<file path="config.mk">
export PLATFORM = sky130hd
export DESIGN_NAME = tci_ctrl
export DESIGN_NICKNAME = d
export VERILOG_FILES = /design/src/sv/tci_pkg.sv /design/src/sv/tci_ctrl.sv
export SDC_FILE = /design/constraint.sdc
export NUM_CORES = 1
export LEC_CHECK = 0
export BUFFER_PORTS_ARGS = -buffer_cell sky130_fd_sc_hd__buf_2
export CAP_MARGIN = 10
export CORE_AREA = 2 2 39 41
export CTS_CLUSTER_DIAMETER = 150
export DETAILED_ROUTE_END_ITERATION = 8
export DIE_AREA = 0 0 41 43
export GPL_ROUTABILITY_DRIVEN = 0
export PLACE_DENSITY = 0.68
export SLEW_MARGIN = 20
export SYNTH_ARGS = -nofsm -noshare
export SYNTH_HDL_FRONTEND = slang
export SYNTH_SLANG_ARGS = --single-unit
</file>
<file path="constraint.sdc">
create_clock -name clk -period 2.06 [get_ports clk]
set_clock_uncertainty 0.1 [all_clocks]
set_input_delay 0.618 -clock clk [delete_from_list [all_inputs] [get_ports clk]]
set_output_delay 0.618 -clock clk [all_outputs]
set_load 0.02 [all_outputs]
</file>
<file path="src/sv/tci_pkg.sv">
// ----------------------------------------------------------------------------
// tci_pkg
// Shared widths, codes and controller/datapath interface types of the
// tabulated CDF interpolator.
// ----------------------------------------------------------------------------
package tci_pkg;

  localparam int TABLE_DEPTH_DEF = 64;

  localparam int XY_W    = 32;  // Q16.16 coordinate
  localparam int P_W     = 16;  // Q0.16 probability
  localparam int IDX_W   = 6;
  localparam int CFG_W   = 7;
  localparam int CMD_W   = 2;
  localparam int ST_W    = 2;
  localparam int TGT_W   = 34;  // inverse target, first y plus scaled span

  // Multiply-divide unit widths.
  localparam int MA_W      = 35;  // signed first factor
  localparam int MAG_A_W   = 34;  // its magnitude
  localparam int MB_W      = 33;  // signed second factor and divisor
  localparam int MUL_LO_W  = 17;  // low slice of the first factor
  localparam int MUL_HI_W  = MAG_A_W - MUL_LO_W;
  localparam int PPROD_W   = MUL_LO_W + MB_W;
  localparam int PROD_W    = MAG_A_W + MB_W;
  localparam int QUOT_BITS = 40;
  localparam int MQ_W      = QUOT_BITS + 1;
  localparam int SUM_W     = MQ_W + 1;

  localparam logic [CMD_W-1:0] CMD_LOAD    = 2'd0;
  localparam logic [CMD_W-1:0] CMD_FORWARD = 2'd1;
  localparam logic [CMD_W-1:0] CMD_INVERSE = 2'd2;

  localparam logic [ST_W-1:0] ST_VALID  = 2'd0;
  localparam logic [ST_W-1:0] ST_RANGE  = 2'd1;
  localparam logic [ST_W-1:0] ST_LOADED = 2'd2;

  typedef enum logic [3:0] {
    OP_NONE,
    OP_LOAD,
    OP_RES_ERR,
    OP_RD_LAST,
    OP_SAVE_LAST,
    OP_RD_FIRST,
    OP_SAVE_FIRST,
    OP_RD_SCAN,
    OP_STEP,
    OP_RES_CUR,
    OP_MD_PREP,
    OP_MD_START,
    OP_RES_MD
  } dp_op_t;

  typedef struct packed {
    logic   capture;
    dp_op_t op;
  } dp_cmd_t;

  typedef struct packed {
    logic [CMD_W-1:0] command;
    logic             slot_ok;
    logic             empty;
    logic             above_last;
    logic             hit;
    logic             above_cur;
    logic             idx_first;
    logic             idx_last;
    logic             md_done;
  } dp_status_t;

endpackage

</file>
<file path="src/sv/tci_ctrl.sv">
// ----------------------------------------------------------------------------
// tci_ctrl
// Sequencer for load, forward and inverse items: reads the end points,
// scans the table one point at a time and launches the interpolation.
// ----------------------------------------------------------------------------
module tci_ctrl (
  input  logic                 clk,
  input  logic                 rst,
  input  logic                 start,
  output logic                 busy,
  output tci_pkg::dp_cmd_t     cmd,
  input  tci_pkg::dp_status_t  stat
);
  import tci_pkg::*;

  typedef enum logic [3:0] {
    S_IDLE,
    S_DECODE,
    S_GET_LAST,
    S_RD_FIRST,
    S_GET_FIRST,
    S_SPAN,
    S_PROD,
    S_TGT,
    S_RANGE,
    S_SCAN_RD,
    S_SCAN_CHK,
    S_MD_START,
    S_MD_WAIT
  } state_t;

  state_t state;
  state_t state_next;

  always_comb begin
    state_next  = state;
    cmd.capture = 1'b0;
    cmd.op      = OP_NONE;
    case (state)
      S_IDLE: begin
        if (start) begin
          cmd.capture = 1'b1;
          state_next  = S_DECODE;
        end
      end
      S_DECODE: begin
        case (stat.command)
          CMD_LOAD: begin
            cmd.op     = stat.slot_ok ? OP_LOAD : OP_RES_ERR;
            state_next = S_IDLE;
          end
          CMD_FORWARD, CMD_INVERSE: begin
            if (stat.empty) begin
              cmd.op     = OP_RES_ERR;
              state_next = S_IDLE;
            end else begin
              cmd.op     = OP_RD_LAST;
              state_next = S_GET_LAST;
            end
          end
          default: begin
            cmd.op     = OP_RES_ERR;
            state_next = S_IDLE;
          end
        endcase
      end
      S_GET_LAST: begin
        cmd.op     = OP_SAVE_LAST;
        state_next = S_RD_FIRST;
      end
      S_RD_FIRST: begin
        cmd.op     = OP_RD_FIRST;
        state_next = S_GET_FIRST;
      end
      S_GET_FIRST: begin
        cmd.op     = OP_SAVE_FIRST;
        state_next = S_SPAN;
      end
      S_SPAN: state_next = S_PROD;
      S_PROD: state_next = S_TGT;
      S_TGT:  state_next = S_RANGE;
      S_RANGE: begin
        if (stat.command == CMD_FORWARD && stat.above_last) begin
          cmd.op     = OP_RES_ERR;
          state_next = S_IDLE;
        end else begin
          cmd.op     = OP_RD_SCAN;
          state_next = S_SCAN_CHK;
        end
      end
      S_SCAN_RD: begin
        cmd.op     = OP_RD_SCAN;
        state_next = S_SCAN_CHK;
      end
      S_SCAN_CHK: begin
        if (stat.hit) begin
          if (stat.idx_first) begin
            // A forward query below the first point is out of range.
            if (stat.command == CMD_FORWARD && stat.above_cur) begin
              cmd.op = OP_RES_ERR;
            end else begin
              cmd.op = OP_RES_CUR;
            end
            state_next = S_IDLE;
          end else begin
            cmd.op     = OP_MD_PREP;
            state_next = S_MD_START;
          end
        end else if (stat.idx_last) begin
          cmd.op     = OP_RES_ERR;
          state_next = S_IDLE;
        end else begin
          cmd.op     = OP_STEP;
          state_next = S_SCAN_RD;
        end
      end
      S_MD_START: begin
        cmd.op     = OP_MD_START;
        state_next = S_MD_WAIT;
      end
      S_MD_WAIT: begin
        if (stat.md_done) begin
          cmd.op     = OP_RES_MD;
          state_next = S_IDLE;
        end
      end
      default: state_next = S_IDLE;
    endcase
  end

  always_ff @(posedge clk) begin
    if (rst) begin
      state <= S_IDLE;
      busy  <= 1'b0;
    end else begin
      state <= state_next;
      busy  <= state_next != S_IDLE;
    end
  end

endmodule

</file>
==> metrics.txt, run 1 <==
first-pass GRT wire length 2.53 mm; CP Max Fanout 3; CTS H-tree lvls 1; RR Startpoint state[0]; DRC 0; largest net degree at the start of global routing 14; Post-synth EDFFs 0; most frequent cells after synthesis nor2_1, inv_1, a21oi_1; post-route ant nets 0; clock root cell clkbuf_4; Via density 5.25; drt wl/cell 12.2 microns; max-slew violations 0; Final #Nets 127; DRT Pass-1 Iters 4; hold wc startpoint rst; WHS 0.477 ns; M3 GR Usage 0.0157; Clk pwr share 0.299; Reg power frac 0.302; Gate power share 0.399; status complete, but fails checks; clk sink count 5; GR Util met1 0.265; element type at the critical path start primary input; Synth cell types 35; GR peak layer met2; Filler Cell Count 101; PnR worst setup slack -0.214 ns; Ant. Diodes 0; Die W 41 microns; initial antenna violation count 0; sequential fraction of the synthesis area 0.183; Initial Util 0.394; vias in the first global route 630; worst skew pair latency 0.24 ns; R2R setup slack 0.49 ns; failing checks setup timing; net switching power 0.126 mW; minimum clock period 2.27 ns; full die area 1760 sq um; Worst Hold Class primary input to register; Fin. Hold Viols 0; Reg-to-Reg End busy; Layout area overhead 70.9%; Vias 661; GR Layer Usage met2 0.334; Peak supply drop 0.414 mV; Synth Instances 78; RSZ-0062 raised after global routing true; total power 0.381 mW; area leader, netlist dfxtp_1; Core Footprint 1380 sq um; Synth Net Count 94; Internal 0.255 mW; Port Buffers 18; pwr dens 409 nW/um^2; I/O Pins 19; number of max-cap violations 0; R2R depth 5; share of cells above drive strength 1 0.536; TNS Setup -0.579 ns; Final Setup Violations 4; FF+latch count, synth 5; Hold Path End state[3]; top_reg_cell synth dfxtp_1; gr usage total 0.202; syn_area_per_cell 6.99 sq um; synthesized cell area 546 sq um; most frequent cell after synthesis nor2_1; Die Ht 43 microns; Clock transition at path regs 0.04 ns; Worst EP required 1.34 ns; Worst Path Arrival 1.56 ns; Worst-Margin Slew 0.422 ns; placed wire-length estimate 1.11 mm; hold path cells 2; Async S/R FF share, synth 0; critical setup path kind primary input to primary output; Sw Ratio 0.331; post-synth top area share 0.183; worst rel slew slack 0.711; num rows 14; Worst setup EP type primary output; Clock Tree Buf Depth 2; 1st-iter DRT viols 12; Final period util 1.10; grt ovf 0; CTS Buf Count 3; largest cells by area after synthesis dfxtp_1, ha_1, a21oi_1; CTS tree yes; leak pwr 0.396 nW; overall routed net length 1.54 mm; Fmax achieved 440 MHz; Synth Warn # 0
## layer usage
metal	routed length, microns	vias to the layer above
met5	0	-
met4	0	0
met3	47	0
met2	808	16
met1	681	301
li1	-	344
## worst max path at each step
stage / to / start / cells after the start / slack, ns
finish: cmd[1] / stat[9] / 9 / -0.21
global route: cmd[0] / stat[9] / 8 / -0.27
CTS: cmd[1] / stat[8] / 8 / -0.22
detailed placement: cmd[0] / stat[8] / 8 / -0.38
global placement: cmd[0] / stat[8] / 8 / -0.36
floorplan: cmd[0] / stat[9] / 6 / -0.07
## flip-flops by register name (all words and copies together) (netlist names)
signal and flops:
busy 1, state 4
## power groups by stage
stage | Sequential [mW] | Clock [mW] | Combinational, mW
after floorplan | 0.113 | 0 | 0.0716
after global placement | 0.115 | 0 | 0.123
after detailed placement | 0.115 | 0 | 0.124
after CTS | 0.115 | 0.117 | 0.147
after global routing | 0.116 | 0.125 | 0.166
final | 0.115 | 0.114 | 0.152
## layout make-up
type	count	area (sq um)	share of cell area
multi-input combinational	60	479	0.514
timing repair buffer	32	249	0.267
sequential	5	104	0.111
inverter	9	53.8	0.0577
clock buffer	4	26.3	0.0282
tap	16	20.0	0.0215
## cells by family after synthesis
kind of cell | count (synthesis) | synth area share
buffers and inverters | 13 | 0.110
DFF | 5 | 0.183
AOI/OAI and AO/OA | 29 | 0.365
and+or+nand+nor | 28 | 0.273
adders and majority gates | 3 | 0.0688
## critical path, stage by stage
cell	delay, ns
buf_8	0.11
inv_12	0.05
ha_4	0.13
nand2_2	0.06
buf_6	0.11
a31oi_1	0.18
o21ai_1	0.09
nand3_2	0.09
buf_6	0.11
## through the flow
| stage | setup WS [ns] | std cells | utilization | cell area [sq um] |
|---|---|---|---|---|
| finish | -0.214 | 126 | 0.674 | 932 |
| global route | -0.270 | 126 | 0.674 | 932 |
| CTS | -0.224 | 126 | 0.651 | 901 |
| detailed placement | -0.384 | 122 | 0.573 | 793 |
| global placement | -0.363 | 122 | 0.573 | 793 |
| floorplan | -0.0668 | 78 | - | 604 |
## placed cells by master (no fill, tap or decap), types with 2 or more instances in the layout
cell type / instances
a31oi_1: 2
inv_1: 6
buf_4: 13
dfxtp_2: 3
clkbuf_4: 3
o21ai_2: 2
dfxtp_1: 2
nor2_4: 2
a21oi_2: 4
nand2b_1: 2
and3_1: 2
buf_6: 5
ha_4: 2
a21oi_1: 4
nor2_1: 7
o21ai_1: 5
nand2_1: 4
buf_2: 12
## what timing repair did
item,in CTS,in global routing
hold buffers,0,0
endpoints found under the setup margin,5,4
gates resized for setup,25,8
pin swaps,11,3
setup buffers,0,0
Note: power is estimated with default switching activity, not from simulation.
==> inputs of run 2 (changes only) <==
ABC_AREA = 1   (was not set)
PLACE_DENSITY = 0.66   (was 0.68)
==> metrics.txt, run 2 <==
most frequent cells after synthesis nand2_1, inv_1, nor2_1; drt wl/cell 10.3 microns (-16%); status complete, but fails checks; Layout area overhead 62.8%; most frequent cell after synthesis nand2_1; pwr dens 405 nW/um^2 (-0.84%); gr usage total 0.190 (-0.0121); Critical Path, Cell by Cell buf_8 > inv_8 > ha_4 > nand2_4 > and2_4 > o21ai_2 > nand2_1 > o2111ai_2 > buf_4; first-pass GRT wire length 2.30 mm (-9.0%); clock root cell clkbuf_4; Async S/R FF share, synth 0 (unchanged); post-route ant nets 0 (unchanged); Synth Warn # 0 (unchanged); CTS H-tree lvls 1 (unchanged); worst rel slew slack 0.842 (+0.130); Gate power share 0.355 (-0.044); vias in the first global route 613 (-2.7%); Final #Nets 140 (+10%); Post-synth EDFFs 0 (unchanged); Synth Instances 96 (+23%); synthesized cell area 524 sq um (-3.9%); Initial Util 0.379 (-0.0154); CP Max Fanout 2 (-1); RR Startpoint state[3]; Ant. Diodes 0 (unchanged); Final period util 1.08 (-0.0200); crit path max-delay cell type buf_4; Worst EP required 1.34 ns (about the same); I/O Pins 19 (unchanged); Port Buffers 18 (unchanged); minimum clock period 2.23 ns (-0.0413 ns); largest cells by area after synthesis nand2_1, dfxtp_1, inv_1; Clk pwr share 0.331 (+0.032); initial antenna violation count 0 (unchanged); Die Ht 43 microns (unchanged); post-synth top area share 0.193 (+0.00983); sequential fraction of the synthesis area 0.191 (+0.00744); Worst setup EP type primary output; R2R setup slack 0.68 ns (+0.19 ns); Vias 665 (+0.61%); Worst Path Arrival 1.51 ns (-0.05 ns); critical setup path kind primary input to primary output; hold wc startpoint rst; FF+latch count, synth 5 (unchanged); Synth Net Count 112 (+19%); max reg flops 4 (unchanged); Synth cell types 14 (-60%); 1st-iter DRT viols 8 (-4); Hold Path End state[2]; share of cells above drive strength 1 0.447 (-0.0892); RSZ-0062 raised after global routing true; Fin. Hold Viols 0 (unchanged); clk sink count 5 (unchanged); Fmax achieved 448 MHz (+1.8%); Clock transition at path regs 0.05 ns (about the same); Peak supply drop 0.461 mV (+11%); top_reg_cell synth dfxtp_1; overall routed net length 1.43 mm (-6.8%); Reg power frac 0.314 (+0.012); Reg-to-Reg End busy; Hold-fix buffers, CTS 0 (unchanged); largest net degree at the start of global routing 7 (-7); PnR worst setup slack -0.173 ns (+0.0413 ns); DRC 0 (unchanged); Via density 4.78 (-8.8%); CTS Buf Count 3 (unchanged); max-slew violations 0 (unchanged); Final Setup Violations 4 (unchanged); most common cell after layout, fill and taps aside nand2_1; DRT Pass-1 Iters 4 (unchanged); Worst-Margin Slew 0.237 ns (-0.185 ns); Clock Tree Buf Depth 2 (unchanged); Sw Ratio 0.332 (+0.000581); failing checks setup timing; Worst Hold Class primary input to register; syn_area_per_cell 5.46 sq um (-22%); Worst path max stage delay 0.17 ns (about the same); commonest non-fill, non-tap cells in the layout nand2_1, inv_1, buf_2; R2R depth 9 (+4); CTS tree yes; TNS Setup -0.427 ns (+0.152 ns); Largest Register state; Core Footprint 1380 sq um (unchanged); num rows 14 (unchanged); full die area 1760 sq um (unchanged); placed wire-length estimate 1.11 mm (about the same); area leader, netlist nand2_1; hold path cells 2 (unchanged); net switching power 0.115 mW (-9.1%); element type at the critical path start primary input; number of max-cap violations 0 (unchanged); Internal 0.231 mW (-9.3%); leak pwr 0.446 nW (+13%); Die W 41 microns (unchanged); Top Registers state x4, busy x1; Util after Layout 0.617 (-0.0570); grt ovf 0 (unchanged); worst skew pair latency 0.24 ns (about the same)
[run 2: repair_timing]
action                                  CTS  global route
resized for setup                        27            14
pin swaps                                 9             5
endpoints found under the setup margin    4             4
setup buffers                             2             1
[run 2: metal layers]
| layer | GRT usage | up-vias | share of wire |
|---|---|---|---|
| li1 | - | 357 | - |
| met5 | 0 | - | 0 |
| met2 | 0.319 | 14 | 0.51 |
| met4 | 0.0200 | 0 | 0 |
| met3 | 0.0890 | 0 | 0.049 |
| met1 | 0.216 | 294 | 0.44 |
[run 2: per-stage QoR]
step | instances | area, sq um | power (mW) | worst slack [ns] | hold slack (ns)
floorplan | 96 | 561 | 0.171 | -0.0121 | 0.551
finish | 139 | 853 | 0.346 | -0.173 | 0.482
global placement | 132 | 686 | 0.205 | -0.329 | 0.613
detailed placement | 132 | 686 | 0.206 | -0.330 | 0.623
global route | 139 | 853 | 0.374 | -0.236 | 0.478
CTS | 138 | 798 | 0.340 | -0.194 | 0.479
[run 2: critical path, delay by kind of cell]
| family | cells | cell delay (ns) |
|---|---|---|
| adders and majority gates | 1 | 0.13 |
| and+or+nand+nor | 3 | 0.26 |
| AOI/OAI and AO/OA | 2 | 0.19 |
| buffers and inverters | 3 | 0.33 |
[run 2: power by group through the flow]
stage	Clock [mW]	Combinational (mW)	Sequential (mW)
final	0.114	0.123	0.109
after detailed placement	0	0.0966	0.110
after global routing	0.129	0.135	0.109
after floorplan	0	0.0588	0.112
after CTS	0.118	0.113	0.109
after global placement	0	0.0959	0.110
[run 2: kinds of logic (layout without fill, tap and decap cells)]
family | count (synthesis) | in the layout | synth area share
DFF | 5 | 5 | 0.191
adders and majority gates | 3 | 3 | 0.0716
buffers and inverters | 17 | 44 | 0.122
AOI/OAI and AO/OA | 13 | 13 | 0.141
and+or+nand+nor | 58 | 58 | 0.475
[run 2: area by class of cell]
| class | count | area, sq um |
|---|---|---|
| well taps | 16 | 20.0 |
| inverters | 17 | 78.8 |
| clock buffers | 4 | 26.3 |
| repair buffers | 23 | 174 |
| multi-input cells | 74 | 444 |
| flip-flops and latches | 5 | 110 |
| fillers | 139 | 531 |
[run 2: worst max-delay path by stage]
stage                 start      to  slack [ns]  cells after the start
finish              stat[9]  cmd[1]       -0.17                      9
global route        stat[9]  cmd[1]       -0.24                      9
CTS                 stat[8]  cmd[1]       -0.19                      8
detailed placement  stat[9]  cmd[1]       -0.33                      9
global placement    stat[9]  cmd[1]       -0.33                      9
floorplan           stat[8]  cmd[0]       -0.01                      8
==> inputs of run 3 (changes only) <==
BUFFER_PORTS_ARGS = not set   (was -buffer_cell sky130_fd_sc_hd__buf_2)
DONT_BUFFER_PORTS = 1   (was not set)
PLACE_DENSITY = not set   (was 0.66)
clock period = 2.87 ns   (was 2.06 ns; I/O delays follow)
==> metrics.txt, run 3 (same netlist as run 2, synthesis figures left out) <==
CP Max Fanout 3 (+1); Die W 41 microns (unchanged); overall routed net length 1.18 mm (-18%); num rows 14 (unchanged); crit path max-delay cell type o2111ai_1; worst skew pair latency 0.24 ns (about the same); CTS tree yes; max-slew violations 0 (unchanged); grt ovf 0 (unchanged); TNS Setup 0 ns (+0.427 ns); number of max-cap violations 0 (unchanged); initial antenna violation count 0 (unchanged); Clock transition at path regs 0.04 ns (about the same); Layout area overhead 10.3%; Hold-fix buffers, CTS 0 (unchanged); Core Footprint 1380 sq um (unchanged); hold path cells 1 (-1); Util after Layout 0.418 (-0.199); Final period util 0.951; critical setup path kind primary input to primary output; met3 wire len 93 microns (+33%); met2 WL 584 microns (-20%); Die Ht 43 microns (unchanged); Worst-Margin Slew 0.498 ns (+0.261 ns); Final #Nets 118 (-16%); Filler Cell Count 158 (+14%); leak pwr 0.315 nW (-29%); full die area 1760 sq um (unchanged); PostCTS Resize Cnt 0 (-100%); worst rel slew slack 0.667 (-0.174); drt wl/cell 10.1 microns (-2.2%); Final Setup Violations 0 (-4); Clk pwr share 0.395 (+0.064); Max Used Layer met3; Worst Path Arrival 1.77 ns (+0.26 ns); Vias 604 (-9.2%); Fmax achieved 367 MHz; Worst setup EP type primary output; Worst path max stage delay 0.30 ns (+0.13 ns); Worst Hold Class primary input to register; CTS Buf Count 3 (unchanged); clock root cell clkbuf_4; Multi-input gate area 360 sq um (-19%); 1st-iter DRT viols 24 (+16); WHS 0.586 ns (+0.104 ns); Clock Tree Buf Depth 2 (unchanged); gr usage total 0.174 (-0.0163); Initial Util 0.379 (unchanged); status finished clean; Register Area 100 sq um (-9.1%); commonest non-fill, non-tap cells in the layout nand2_1, inv_1, nor2_1; Top Registers state x4, busy x1; Critical Path, Cell by Cell inv_1 > ha_1 > inv_1 > o21ai_0 > o21ai_0 > o2111ai_1; clk sink count 5 (unchanged); post-route ant nets 0 (unchanged); Gate power share 0.212 (-0.143); Largest Register state; Worst EP required 1.91 ns (+0.57 ns); Ant. Diodes 0 (unchanged); element type at the critical path start primary input; post-CTS setup buffers 0 (-2); placed wire-length estimate 988 microns (-11%); R2R depth 9 (unchanged); Fin. Hold Viols 0 (unchanged); I/O Pins 19 (unchanged); Peak supply drop 0.368 mV (-20%); first-pass GRT wire length 2.15 mm (-6.6%); largest net degree at the start of global routing 7 (unchanged); minimum clock period 2.73 ns; DRC 0 (unchanged); Internal 0.140 mW (-39%); net switching power 0.0633 mW (-45%); Via density 5.16 (+7.9%); pwr dens 352 nW/um^2 (-13%); Sw Ratio 0.311 (-0.0207); Reg power frac 0.393 (+0.079); most common cell after layout, fill and taps aside nand2_1; DRT Pass-1 Iters 4 (unchanged); Port Buffers 0 (-18); RSZ-0062 raised after global routing false; CTS H-tree lvls 1 (unchanged); share of cells above drive strength 1 0.0990 (-0.348); max reg flops 4 (unchanged); Metal-1 WL 501 microns (-20%); vias in the first global route 557 (-9.1%)
## run 3: cell count changes in the layout (fill, tap and decap cells not counted), sizes merged
cell,delta
buf,-22
## run 3: critical path: cells and delay by family
kind	cells	cell delay (ns)
AOI/OAI and AO/OA	3	0.55
adders and majority gates	1	0.27
buffers and inverters	2	0.08
## run 3: final cells by class
cell class,count,area share
Clock buffer,4,0.0455
Inverter,17,0.110
Multi-Input combinational cell,74,0.623
Sequential cell,5,0.173
Tap cell,16,0.0346
Timing Repair Buffer,1,0.0130
## run 3: per-layer routing
layer / vias up / GRT usage
met5: - / 0
met4: 0 / 0.0133
li1: 318 / -
met2: 31 / 0.272
met1: 255 / 0.222
met3: 0 / 0.0785
## run 3: power groups by stage
stage	Combinational [mW]	Clock [mW]	Sequential (mW)
after floorplan	0.0376	0	0.0803
after global placement	0.0433	0	0.0813
after detailed placement	0.0433	0	0.0812
after CTS	0.0435	0.0848	0.0800
after global routing	0.0509	0.0907	0.0805
final	0.0430	0.0804	0.0800
## run 3: per-stage QoR
stage | cell area [sq um] | power (mW) | worst slack, ns | std cells
2_1_floorplan | 524 | 0.118 | 0.233 | 96
3_3_place_gp | 552 | 0.125 | 0.149 | 113
3_5_place_dp | 552 | 0.124 | 0.115 | 113
4_1_cts | 578 | 0.208 | 0.116 | 117
5_1_grt | 578 | 0.222 | 0.0226 | 117
6_report | 578 | 0.203 | 0.142 | 117
## run 3: final timing paths
kind	start	end	slack, ns
worst max-delay path	stat[8]	cmd[1]	0.14
worst min-delay path	rst	state[2]	0.59
worst max register to register	state[3]	busy	1.44
worst min register to register	state[0]	state[0]	0.64
